[config.mk]
export PLATFORM = sky130hd
export DESIGN_NAME = session_table_keepalive_aging
export DESIGN_NICKNAME = d
export VERILOG_FILES = /design/src/rtl/stka_pkg.sv /design/src/rtl/stka_slot_eval.sv /design/src/rtl/session_table_keepalive_aging.sv
export VERILOG_INCLUDE_DIRS = /design/src /design/src/rtl
export SDC_FILE = /design/constraint.sdc
export NUM_CORES = 1
export LEC_CHECK = 0
export BUFFER_PORTS_ARGS = -buffer_cell sky130_fd_sc_hd__buf_2
export CAP_MARGIN = 20
export CORE_MARGIN = 2
export CORE_UTILIZATION = 62
export DETAILED_ROUTE_END_ITERATION = 8
export PLACE_DENSITY = 0.8
export SYNTH_ARGS = -nofsm -noshare
export SYNTH_HDL_FRONTEND = slang
export SYNTH_SLANG_ARGS = --single-unit
[constraint.sdc]
create_clock -name clk -period 5 [get_ports clk]
set_clock_uncertainty 0.15 [all_clocks]
set_input_delay 0.5 -clock clk [delete_from_list [all_inputs] [get_ports clk]]
set_output_delay 0.5 -clock clk [all_outputs]
set_load 0.005 [all_outputs]
[src/rtl/session_table_keepalive_aging_assert.svh]
// Assertion macros for the session table block.
`ifndef SESSION_TABLE_KEEPALIVE_AGING_ASSERT_SVH
`define SESSION_TABLE_KEEPALIVE_AGING_ASSERT_SVH

`ifndef SYNTHESIS
`define STKA_ASSERT_IMP(lbl, ante, cons) \
  lbl: assert property (@(posedge clk) disable iff (!rst_n) (ante) |-> (cons)) \
    else $error("assertion failed");
`define STKA_ASSERT_NXT(lbl, ante, cons) \
  lbl: assert property (@(posedge clk) disable iff (!rst_n) (ante) |=> (cons)) \
    else $error("assertion failed");
`else
`define STKA_ASSERT_IMP(lbl, ante, cons)
`define STKA_ASSERT_NXT(lbl, ante, cons)
`endif

`endif

[src/rtl/stka_pkg.sv]
// Types and constants shared by the session table modules.
package stka_pkg;

  localparam int CONN_W     = 16;
  localparam int TIME_W     = 8;
  localparam int SLOT_OUT_W = 4;
  localparam int CFG_IDX_W  = 1;

  localparam logic [CFG_IDX_W-1:0] CFG_TIMEOUT   = 1'b0;
  localparam logic [CFG_IDX_W-1:0] CFG_KEEPALIVE = 1'b1;

  localparam logic [TIME_W-1:0] TIMEOUT_RST   = 8'd60;
  localparam logic [TIME_W-1:0] KEEPALIVE_RST = 8'd5;
  localparam logic [TIME_W-1:0] AGE_MAX       = 8'hFF;

  typedef enum logic [1:0] {
    MODE_CONNECT,
    MODE_KEEPALIVE,
    MODE_DISCONNECT,
    MODE_TICK
  } mode_t;

  typedef enum logic [2:0] {
    EV_CONNECTED,
    EV_FULL,
    EV_REFRESHED,
    EV_UNKNOWN,
    EV_REMOVED,
    EV_TIMED_OUT,
    EV_SEND_KEEPALIVE,
    EV_TICK_DONE
  } event_t;

  typedef enum logic [1:0] {
    ST_IDLE,
    ST_SCAN,
    ST_FINAL
  } state_t;

  typedef struct packed {
    logic [CONN_W-1:0] conn;
    logic [TIME_W-1:0] age;
    logic [TIME_W-1:0] cdown;
  } entry_t;

  // per-slot decision from the evaluation unit
  typedef struct packed {
    logic              hit;
    logic              done;
    event_t            ev;
    logic [CONN_W-1:0] conn;
    logic              wr_en;
    entry_t            wr_data;
    logic              set_valid;
    logic              clr_valid;
  } slot_dec_t;

endpackage

[src/rtl/stka_slot_eval.sv]
// Shared per-slot evaluation unit: match, allocate, age and countdown for one slot.
module stka_slot_eval (
  input  stka_pkg::mode_t                   mode,
  input  logic [stka_pkg::CONN_W-1:0]       conn_id,
  input  logic                              slot_valid,
  input  stka_pkg::entry_t                  entry,
  input  logic [stka_pkg::TIME_W-1:0]       timeout_ticks,
  input  logic [stka_pkg::TIME_W-1:0]       keepalive_period,
  output stka_pkg::slot_dec_t               dec
);
  import stka_pkg::*;

  logic [TIME_W-1:0] age_inc;
  logic [TIME_W-1:0] cd_dec;
  logic              match;

  assign age_inc = (entry.age == AGE_MAX) ? entry.age : entry.age + 8'd1;
  assign cd_dec  = entry.cdown - 8'd1;
  assign match   = slot_valid && (entry.conn == conn_id);

  always_comb begin
    dec = '0;
    unique case (mode)
      MODE_CONNECT: begin
        if (!slot_valid) begin
          dec.hit       = 1'b1;
          dec.done      = 1'b1;
          dec.ev        = EV_CONNECTED;
          dec.conn      = conn_id;
          dec.wr_en     = 1'b1;
          dec.wr_data   = '{conn: conn_id, age: '0, cdown: keepalive_period};
          dec.set_valid = 1'b1;
        end
      end
      MODE_KEEPALIVE: begin
        if (match) begin
          dec.hit     = 1'b1;
          dec.done    = 1'b1;
          dec.ev      = EV_REFRESHED;
          dec.conn    = conn_id;
          dec.wr_en   = 1'b1;
          dec.wr_data = '{conn: entry.conn, age: '0, cdown: entry.cdown};
        end
      end
      MODE_DISCONNECT: begin
        if (match) begin
          dec.hit       = 1'b1;
          dec.ev        = EV_REMOVED;
          dec.conn      = conn_id;
          dec.clr_valid = 1'b1;
        end
      end
      MODE_TICK: begin
        if (slot_valid) begin
          dec.wr_en = 1'b1;
          dec.conn  = entry.conn;
          if (age_inc > timeout_ticks) begin
            dec.hit       = 1'b1;
            dec.ev        = EV_TIMED_OUT;
            dec.clr_valid = 1'b1;
            dec.wr_data   = '{conn: entry.conn, age: age_inc, cdown: entry.cdown};
          end else if (cd_dec == '0) begin
            dec.hit     = 1'b1;
            dec.ev      = EV_SEND_KEEPALIVE;
            dec.wr_data = '{conn: entry.conn, age: age_inc, cdown: keepalive_period};
          end else begin
            dec.wr_data = '{conn: entry.conn, age: age_inc, cdown: cd_dec};
          end
        end
      end
      default: dec = '0;
    endcase
  end

endmodule

[src/rtl/session_table_keepalive_aging.sv]
// Top level: session table with keepalive aging, sequenced slot scan.
// Usage:
//  - Command channel: drive in_mode/in_conn_id with start; the request is taken
//    at a clock edge with start high and busy low. busy stays high while the
//    table is scanned; no new request is taken meanwhile.
//  - Each request walks the slots from 0 upward, one slot per cycle, through a
//    single evaluation unit and one table read port. Connect and keepalive stop
//    at the slot they hit; misses, disconnect and tick visit all MAX_USERS
//    slots and then pass through ST_FINAL for the closing result.
//  - Results come out registered, one per cycle at most, each in the cycle
//    after the step that produces it; out_valid marks each, out_last marks
//    the final one of the request. The receiver cannot stall the block.
//  - A new request may be taken in the cycle the last result is shown.
//  - cfg_we writes timeout_ticks (index 0) or keepalive_period (index 1) at
//    once; write only while idle.
//  - Reset (rst_n low, synchronous) frees every slot and reloads 60 and 5.
`include "session_table_keepalive_aging_assert.svh"

module session_table_keepalive_aging #(
  parameter int MAX_USERS = 16
) (
  input  logic                                clk,
  input  logic                                rst_n,
  input  logic                                start,
  output logic                                busy,
  input  logic [1:0]                          in_mode,
  input  logic [stka_pkg::CONN_W-1:0]         in_conn_id,
  output logic                                out_valid,
  output logic [2:0]                          out_event_res,
  output logic [stka_pkg::SLOT_OUT_W-1:0]     out_slot,
  output logic [stka_pkg::CONN_W-1:0]         out_conn_out,
  output logic                                out_last,
  input  logic                                cfg_we,
  input  logic [stka_pkg::CFG_IDX_W-1:0]      cfg_index,
  input  logic [stka_pkg::TIME_W-1:0]         cfg_wdata
);
  import stka_pkg::*;

  localparam int IDX_W = (MAX_USERS > 1) ? $clog2(MAX_USERS) : 1;
  localparam logic [IDX_W-1:0] LAST_IDX = IDX_W'(MAX_USERS - 1);

  state_t            state_r, state_nxt;
  mode_t             mode_r;
  logic [CONN_W-1:0] id_r;
  logic [IDX_W-1:0]  idx_r;
  logic [IDX_W-1:0]  rd_addr;
  logic              valid_r [MAX_USERS];
  entry_t            mem [MAX_USERS];
  entry_t            rd_data_r;
  logic              hold_v_r;
  logic [IDX_W-1:0]  hold_slot_r;
  logic [TIME_W-1:0] timeout_r;
  logic [TIME_W-1:0] kp_r;
  logic              accept;
  slot_dec_t         dec;

  logic              emit_c;
  event_t            ev_c;
  logic [IDX_W-1:0]  slot_c;
  logic [CONN_W-1:0] conn_c;
  logic              last_c;
  logic              mem_we;

  logic              out_valid_r;
  event_t            out_ev_r;
  logic [SLOT_OUT_W-1:0] out_slot_r;
  logic [CONN_W-1:0] out_conn_r;
  logic              out_last_r;

  assign busy   = (state_r != ST_IDLE);
  assign accept = start && !busy;

  // read one slot ahead of the one being evaluated
  assign rd_addr = (state_r == ST_SCAN && idx_r != LAST_IDX) ? idx_r + IDX_W'(1) : '0;

  stka_slot_eval u_eval (
    .mode             (mode_r),
    .conn_id          (id_r),
    .slot_valid       (valid_r[idx_r]),
    .entry            (rd_data_r),
    .timeout_ticks    (timeout_r),
    .keepalive_period (kp_r),
    .dec              (dec)
  );

  always_comb begin
    state_nxt = state_r;
    unique case (state_r)
      ST_IDLE:  if (start) state_nxt = ST_SCAN;
      ST_SCAN: begin
        if (dec.done) state_nxt = ST_IDLE;
        else if (idx_r == LAST_IDX) state_nxt = ST_FINAL;
      end
      ST_FINAL: state_nxt = ST_IDLE;
      default:  state_nxt = ST_IDLE;
    endcase
  end

  always_comb begin
    emit_c = 1'b0;
    ev_c   = EV_TICK_DONE;
    slot_c = '0;
    conn_c = '0;
    last_c = 1'b0;
    mem_we = 1'b0;
    unique case (state_r)
      ST_SCAN: begin
        mem_we = dec.wr_en;
        if (dec.hit) begin
          if (mode_r == MODE_DISCONNECT) begin
            // removals are held back one hit so the final one can carry last
            emit_c = hold_v_r;
            ev_c   = EV_REMOVED;
            slot_c = hold_slot_r;
            conn_c = id_r;
          end else begin
            emit_c = 1'b1;
            ev_c   = dec.ev;
            slot_c = idx_r;
            conn_c = dec.conn;
            last_c = dec.done;
          end
        end
      end
      ST_FINAL: begin
        emit_c = 1'b1;
        last_c = 1'b1;
        unique case (mode_r)
          MODE_CONNECT: begin
            ev_c   = EV_FULL;
            conn_c = id_r;
          end
          MODE_KEEPALIVE: begin
            ev_c   = EV_UNKNOWN;
            conn_c = id_r;
          end
          MODE_DISCONNECT: begin
            ev_c   = hold_v_r ? EV_REMOVED : EV_UNKNOWN;
            slot_c = hold_v_r ? hold_slot_r : '0;
            conn_c = id_r;
          end
          MODE_TICK: ev_c = EV_TICK_DONE;
          default:   ev_c = EV_TICK_DONE;
        endcase
      end
      default: emit_c = 1'b0;
    endcase
  end

  always_ff @(posedge clk) begin
    if (!rst_n) begin
      state_r     <= ST_IDLE;
      out_valid_r <= 1'b0;
      hold_v_r    <= 1'b0;
      timeout_r   <= TIMEOUT_RST;
      kp_r        <= KEEPALIVE_RST;
      valid_r     <= '{default: 1'b0};
    end else begin
      state_r     <= state_nxt;
      out_valid_r <= emit_c;
      if (cfg_we) begin
        if (cfg_index == CFG_TIMEOUT) timeout_r <= cfg_wdata;
        if (cfg_index == CFG_KEEPALIVE) kp_r <= cfg_wdata;
      end
      if (accept) begin
        hold_v_r <= 1'b0;
      end else if (state_r == ST_SCAN && mode_r == MODE_DISCONNECT && dec.hit) begin
        hold_v_r <= 1'b1;
      end
      if (state_r == ST_SCAN) begin
        if (dec.set_valid) valid_r[idx_r] <= 1'b1;
        if (dec.clr_valid) valid_r[idx_r] <= 1'b0;
      end
    end
  end

  always_ff @(posedge clk) begin
    if (accept) begin
      mode_r <= mode_t'(in_mode);
      id_r   <= in_conn_id;
      idx_r  <= '0;
    end else if (state_r == ST_SCAN && idx_r != LAST_IDX) begin
      idx_r <= idx_r + IDX_W'(1);
    end
    if (state_r == ST_SCAN && mode_r == MODE_DISCONNECT && dec.hit) begin
      hold_slot_r <= idx_r;
    end
    out_ev_r   <= ev_c;
    out_slot_r <= SLOT_OUT_W'(slot_c);
    out_conn_r <= conn_c;
    out_last_r <= last_c;
  end

  always_ff @(posedge clk) begin
    if (mem_we) mem[idx_r] <= dec.wr_data;
    rd_data_r <= mem[rd_addr];
  end

  assign out_valid     = out_valid_r;
  assign out_event_res = out_ev_r;
  assign out_slot      = out_slot_r;
  assign out_conn_out  = out_conn_r;
  assign out_last      = out_last_r;

  `STKA_ASSERT_IMP(a_last_frees, out_valid && out_last, !busy)
  `STKA_ASSERT_NXT(a_accept_busy, start && !busy, busy)
  `STKA_ASSERT_IMP(a_tick_done_last, out_valid && out_event_res == EV_TICK_DONE, out_last)
  `STKA_ASSERT_IMP(a_no_result_idle, !busy && !$past(busy), !out_valid)

endmodule

==> results_dict.tcl <==
set metrics [dict create \
    r2r-end "mem[9][14]$_DFFE_PP_" \
    postCtsHoldBufs 23 \
    hold_path.class "input pin to register" \
    path_max_fanout 25 \
    leakage_nw 9.540 \
    numCtsBuffers 58 \
    ys_types 74 \
    cp_data_required_time_ns 5.14 \
    routed-via-count 14120 \
    ctsResizeCount 0 \
    die_h_um 204.6 \
    yosys.area_share.adder_pct 0.9030 \
    hold_ws_ns 0.01805 \
    layout.nets 1582 \
    synth_nets 1487 \
    crit_path_end_kind "register" \
    ios 57 \
    grt_pass1_vias 14280 \
    synth-simple-area-share_pct 4.841 \
    grt_start_max_net_pins 61 \
    start_util_pct 62.77 \
    synth.mux.area_fraction_pct 11.65 \
    netlist_area_um2 24940 \
    htreeDepth 2 \
    synth_seq_cells 630 \
    finalSetupViolations 0 \
    clock_path_buffers 3 \
    finalCriticalPeriod_ns 4.368 \
    netlist_instances 1438 \
    maxCapViolations 0 \
    power_density_nw_per_um2 402.5 \
    rsz0062_at_grt "no" \
    core_region_area_um2 39730 \
    synth-xor-area-share_pct 0.7726 \
    port_buffers 56 \
    reg2reg_from "idx_r[2]$_SDFFE_PP0P_" \
    first_pass_iters 6 \
    grt_pass1_wl_mm 86.74 \
    drt_iter0_drc 1604 \
    hold_start "cfg_wdata[2]" \
    critPathArrivalTime_ns 4.51 \
    vias_per_cell 6.700 \
    cts_sinks 630 \
    wl_per_cell_um 27.35 \
    route.detailed.drc 0 \
    n_antenna_cell 0 \
    path_class "register to register" \
    drive_gt1_share_pct 22.38 \
    slew_viol_final 0 \
    area_growth_pct 13.05 \
    synth_top_family_by_area "multiplexers" \
    holdPathStages 3 \
    ys_warn_count 0 \
    status "complete, no violations" \
    hold_end "kp_r[2]$_SDFFE_PN1P_" \
    start_kind "register" \
    cts_root_buf "clkbuf_16" \
    final_cells 2107 \
    synth_ff_type "edfxtp_1" \
    synthArstFlopShare_pct 0 \
    fin_setup_tns_ns 0 \
    synth_compound_area_share_pct 7.901 \
    antenna_found_initial 0 \
    reg2regPathDepth 8 \
    min_period_over_period_pct 87.36 \
    max_freq_mhz 228.9 \
    finalWeightedCongestion 0.9108 \
    synth.yosys.seq_area_share_pct 72.00 \
    cts_tree "done" \
    wl_mm 57.62 \
    peakVddDrop_mv 0.3134 \
    hold_viol 0 \
    ant_nets 0 \
    post-route-util_pct 70.96 \
    post-cts-setup-buffers 0 \
    tightest_slew_ns 1.124 \
    r2r_slack_ns 0.63 \
    clk_pin_slew_ns 0.06 \
    timing.slew.headroom_pct 24.68 \
    syn_area_per_cell_um2 17.34 \
    die_w_um 204.6 \
    synth_edf_count 534 \
    die-area_um2 41850 \
    rows 73 \
    insertion_delay_ns 0.62 \
    dp_hpwl_mm 32.22 \
    grt_usage_pct 28.30 \
    grt-ovfl-total 0 \
    placedCellCount 1974 \
]
[worst max-delay path by stage]
stage	start	to	cells past startpoint
detailed placement	rd_data_r[8]$_DFF_P_	mem[5][1]$_DFFE_PP_	11
CTS	rd_data_r[8]$_DFF_P_	mem[9][1]$_DFFE_PP_	12
finish	idx_r[2]$_SDFFE_PP0P_	mem[9][14]$_DFFE_PP_	8
floorplan	idx_r[0]$_SDFFE_PP0P_	mem[14][0]$_DFFE_PP_	11
global placement	idx_r[2]$_SDFFE_PP0P_	mem[9][10]$_DFFE_PP_	8
global route	rd_data_r[8]$_DFF_P_	out_conn_out[14]$_DFF_P_	13
[stage by stage]
step | total power [mW] | area, um^2 | setup WS [ns]
2_1_floorplan | 6.685 | 24940 | 0.7321
3_3_place_gp | 6.967 | 26050 | 0.8988
3_5_place_dp | 7.000 | 26050 | 0.7474
4_1_cts | 11.38 | 28190 | 0.5791
5_1_grt | 11.64 | 28190 | 0.3341
6_report | 11.35 | 28190 | 0.6318
[worst max-delay path: stages (launching register included)]
cell and delay [ns]:
dfxtp_1 0.91, mux2i_1 0.27, a21o_1 0.28, o22ai_4 0.32, nand2_1 0.21, nor2_2 0.51, o21ai_4 0.39, nor2_4 0.68
buf_12 0.30
[state kept, by name, indices dropped and copies added, names as in the netlist, 3 cells and up]
register       flops
kp_r               8
timeout_r          8
out_slot           4
out_event_res      3
mem              512
hold_slot_r        4
out_conn_out      16
id_r              16
valid_r           16
rd_data_r         32
idx_r              4
[synth_stat cells, drive strengths merged, types with 17 or more instances]
| library cell | number | area (um^2) |
|---|---|---|
| nand3 | 23 | 115.1 |
| buf | 42 | 226.5 |
| inv | 20 | 75.07 |
| clkbuf | 47 | 176.4 |
| nand2 | 99 | 376.6 |
| mux2i | 18 | 180.2 |
| edfxtp | 534 | 16040 |
| ha | 18 | 225.2 |
| o221ai | 17 | 148.9 |
| a211oi | 37 | 277.8 |
| a31oi | 32 | 206.5 |
| a21oi | 39 | 195.2 |
| nor2 | 44 | 167.7 |
| dfxtp | 96 | 1922 |
| o211ai | 18 | 140.1 |
| and2 | 38 | 237.7 |
| a22o | 32 | 280.3 |
| o21ai | 29 | 148.9 |
| xnor2 | 19 | 166.4 |
| mux4 | 119 | 2680 |
[cells by family (layout without fill, tap and decap cells)]
| group | count (synthesis) | in the layout |
|---|---|---|
| and+or+nand+nor | 250 | 250 |
| buffers and inverters | 110 | 254 |
| adders and majority gates | 18 | 18 |
| muxes | 141 | 141 |
| xor gates and xnor gates | 22 | 22 |
| AOI/OAI and AO/OA | 267 | 267 |
| DFF | 630 | 630 |
[power breakdown]
group          leakage, nW  internal (mW)  switching (mW)  total, mW
clock network        0.937           2.53            1.89       4.42
registers             5.68           5.82           0.101       5.92
logic                 2.92          0.403           0.601       1.00
total                 9.54           8.76            2.59       11.3
[routing by layer]
metal  vias up  global-route usage [%]  part of all wire, %
met3       121                   5.854                   10
met1      7143                   38.95                   38
met4         0                   10.17                  3.0
met5         -                       0                    0
li1       5996                       -                    -
met2       856                   45.46                   49
[final cells by class]
cell class	count	area [um^2]
repair buffers	124	910.9
clock inverters	35	332.8
fillers	2354	11540
clock buffers	74	1573
inverters	21	81.33
flip-flops and latches	630	17960
well taps	525	656.9
multi-input cells	698	6683
[cell usage in the layout, fill, tap and decap left out, types with 5 or more instances in the layout]
master / instances
nor2_1: 25
nor2_4: 17
buf_12: 5
xnor2_1: 19
a31oi_1: 31
o21a_1: 6
a32o_1: 5
nand3_1: 21
buf_2: 56
dlygate4sd3_1: 23
ha_1: 18
clkbuf_1: 11
clkbuf_16: 59
and2_1: 36
a22o_1: 32
nand4_1: 6
edfxtp_1: 534
o221ai_1: 17
a21oi_1: 39
buf_4: 40
nor3_1: 7
dfxtp_1: 96
nand2_1: 96
clkinv_1: 11
a311oi_1: 12
nor2b_1: 7
mux4_2: 119
and3_1: 6
nand2b_1: 5
a211oi_1: 37
clkinv_2: 13
o21ai_0: 28
mux2i_1: 18
inv_1: 19
bufinv_16: 6
o211ai_1: 17
No activity file was read; power rests on OpenSTA's default activity.
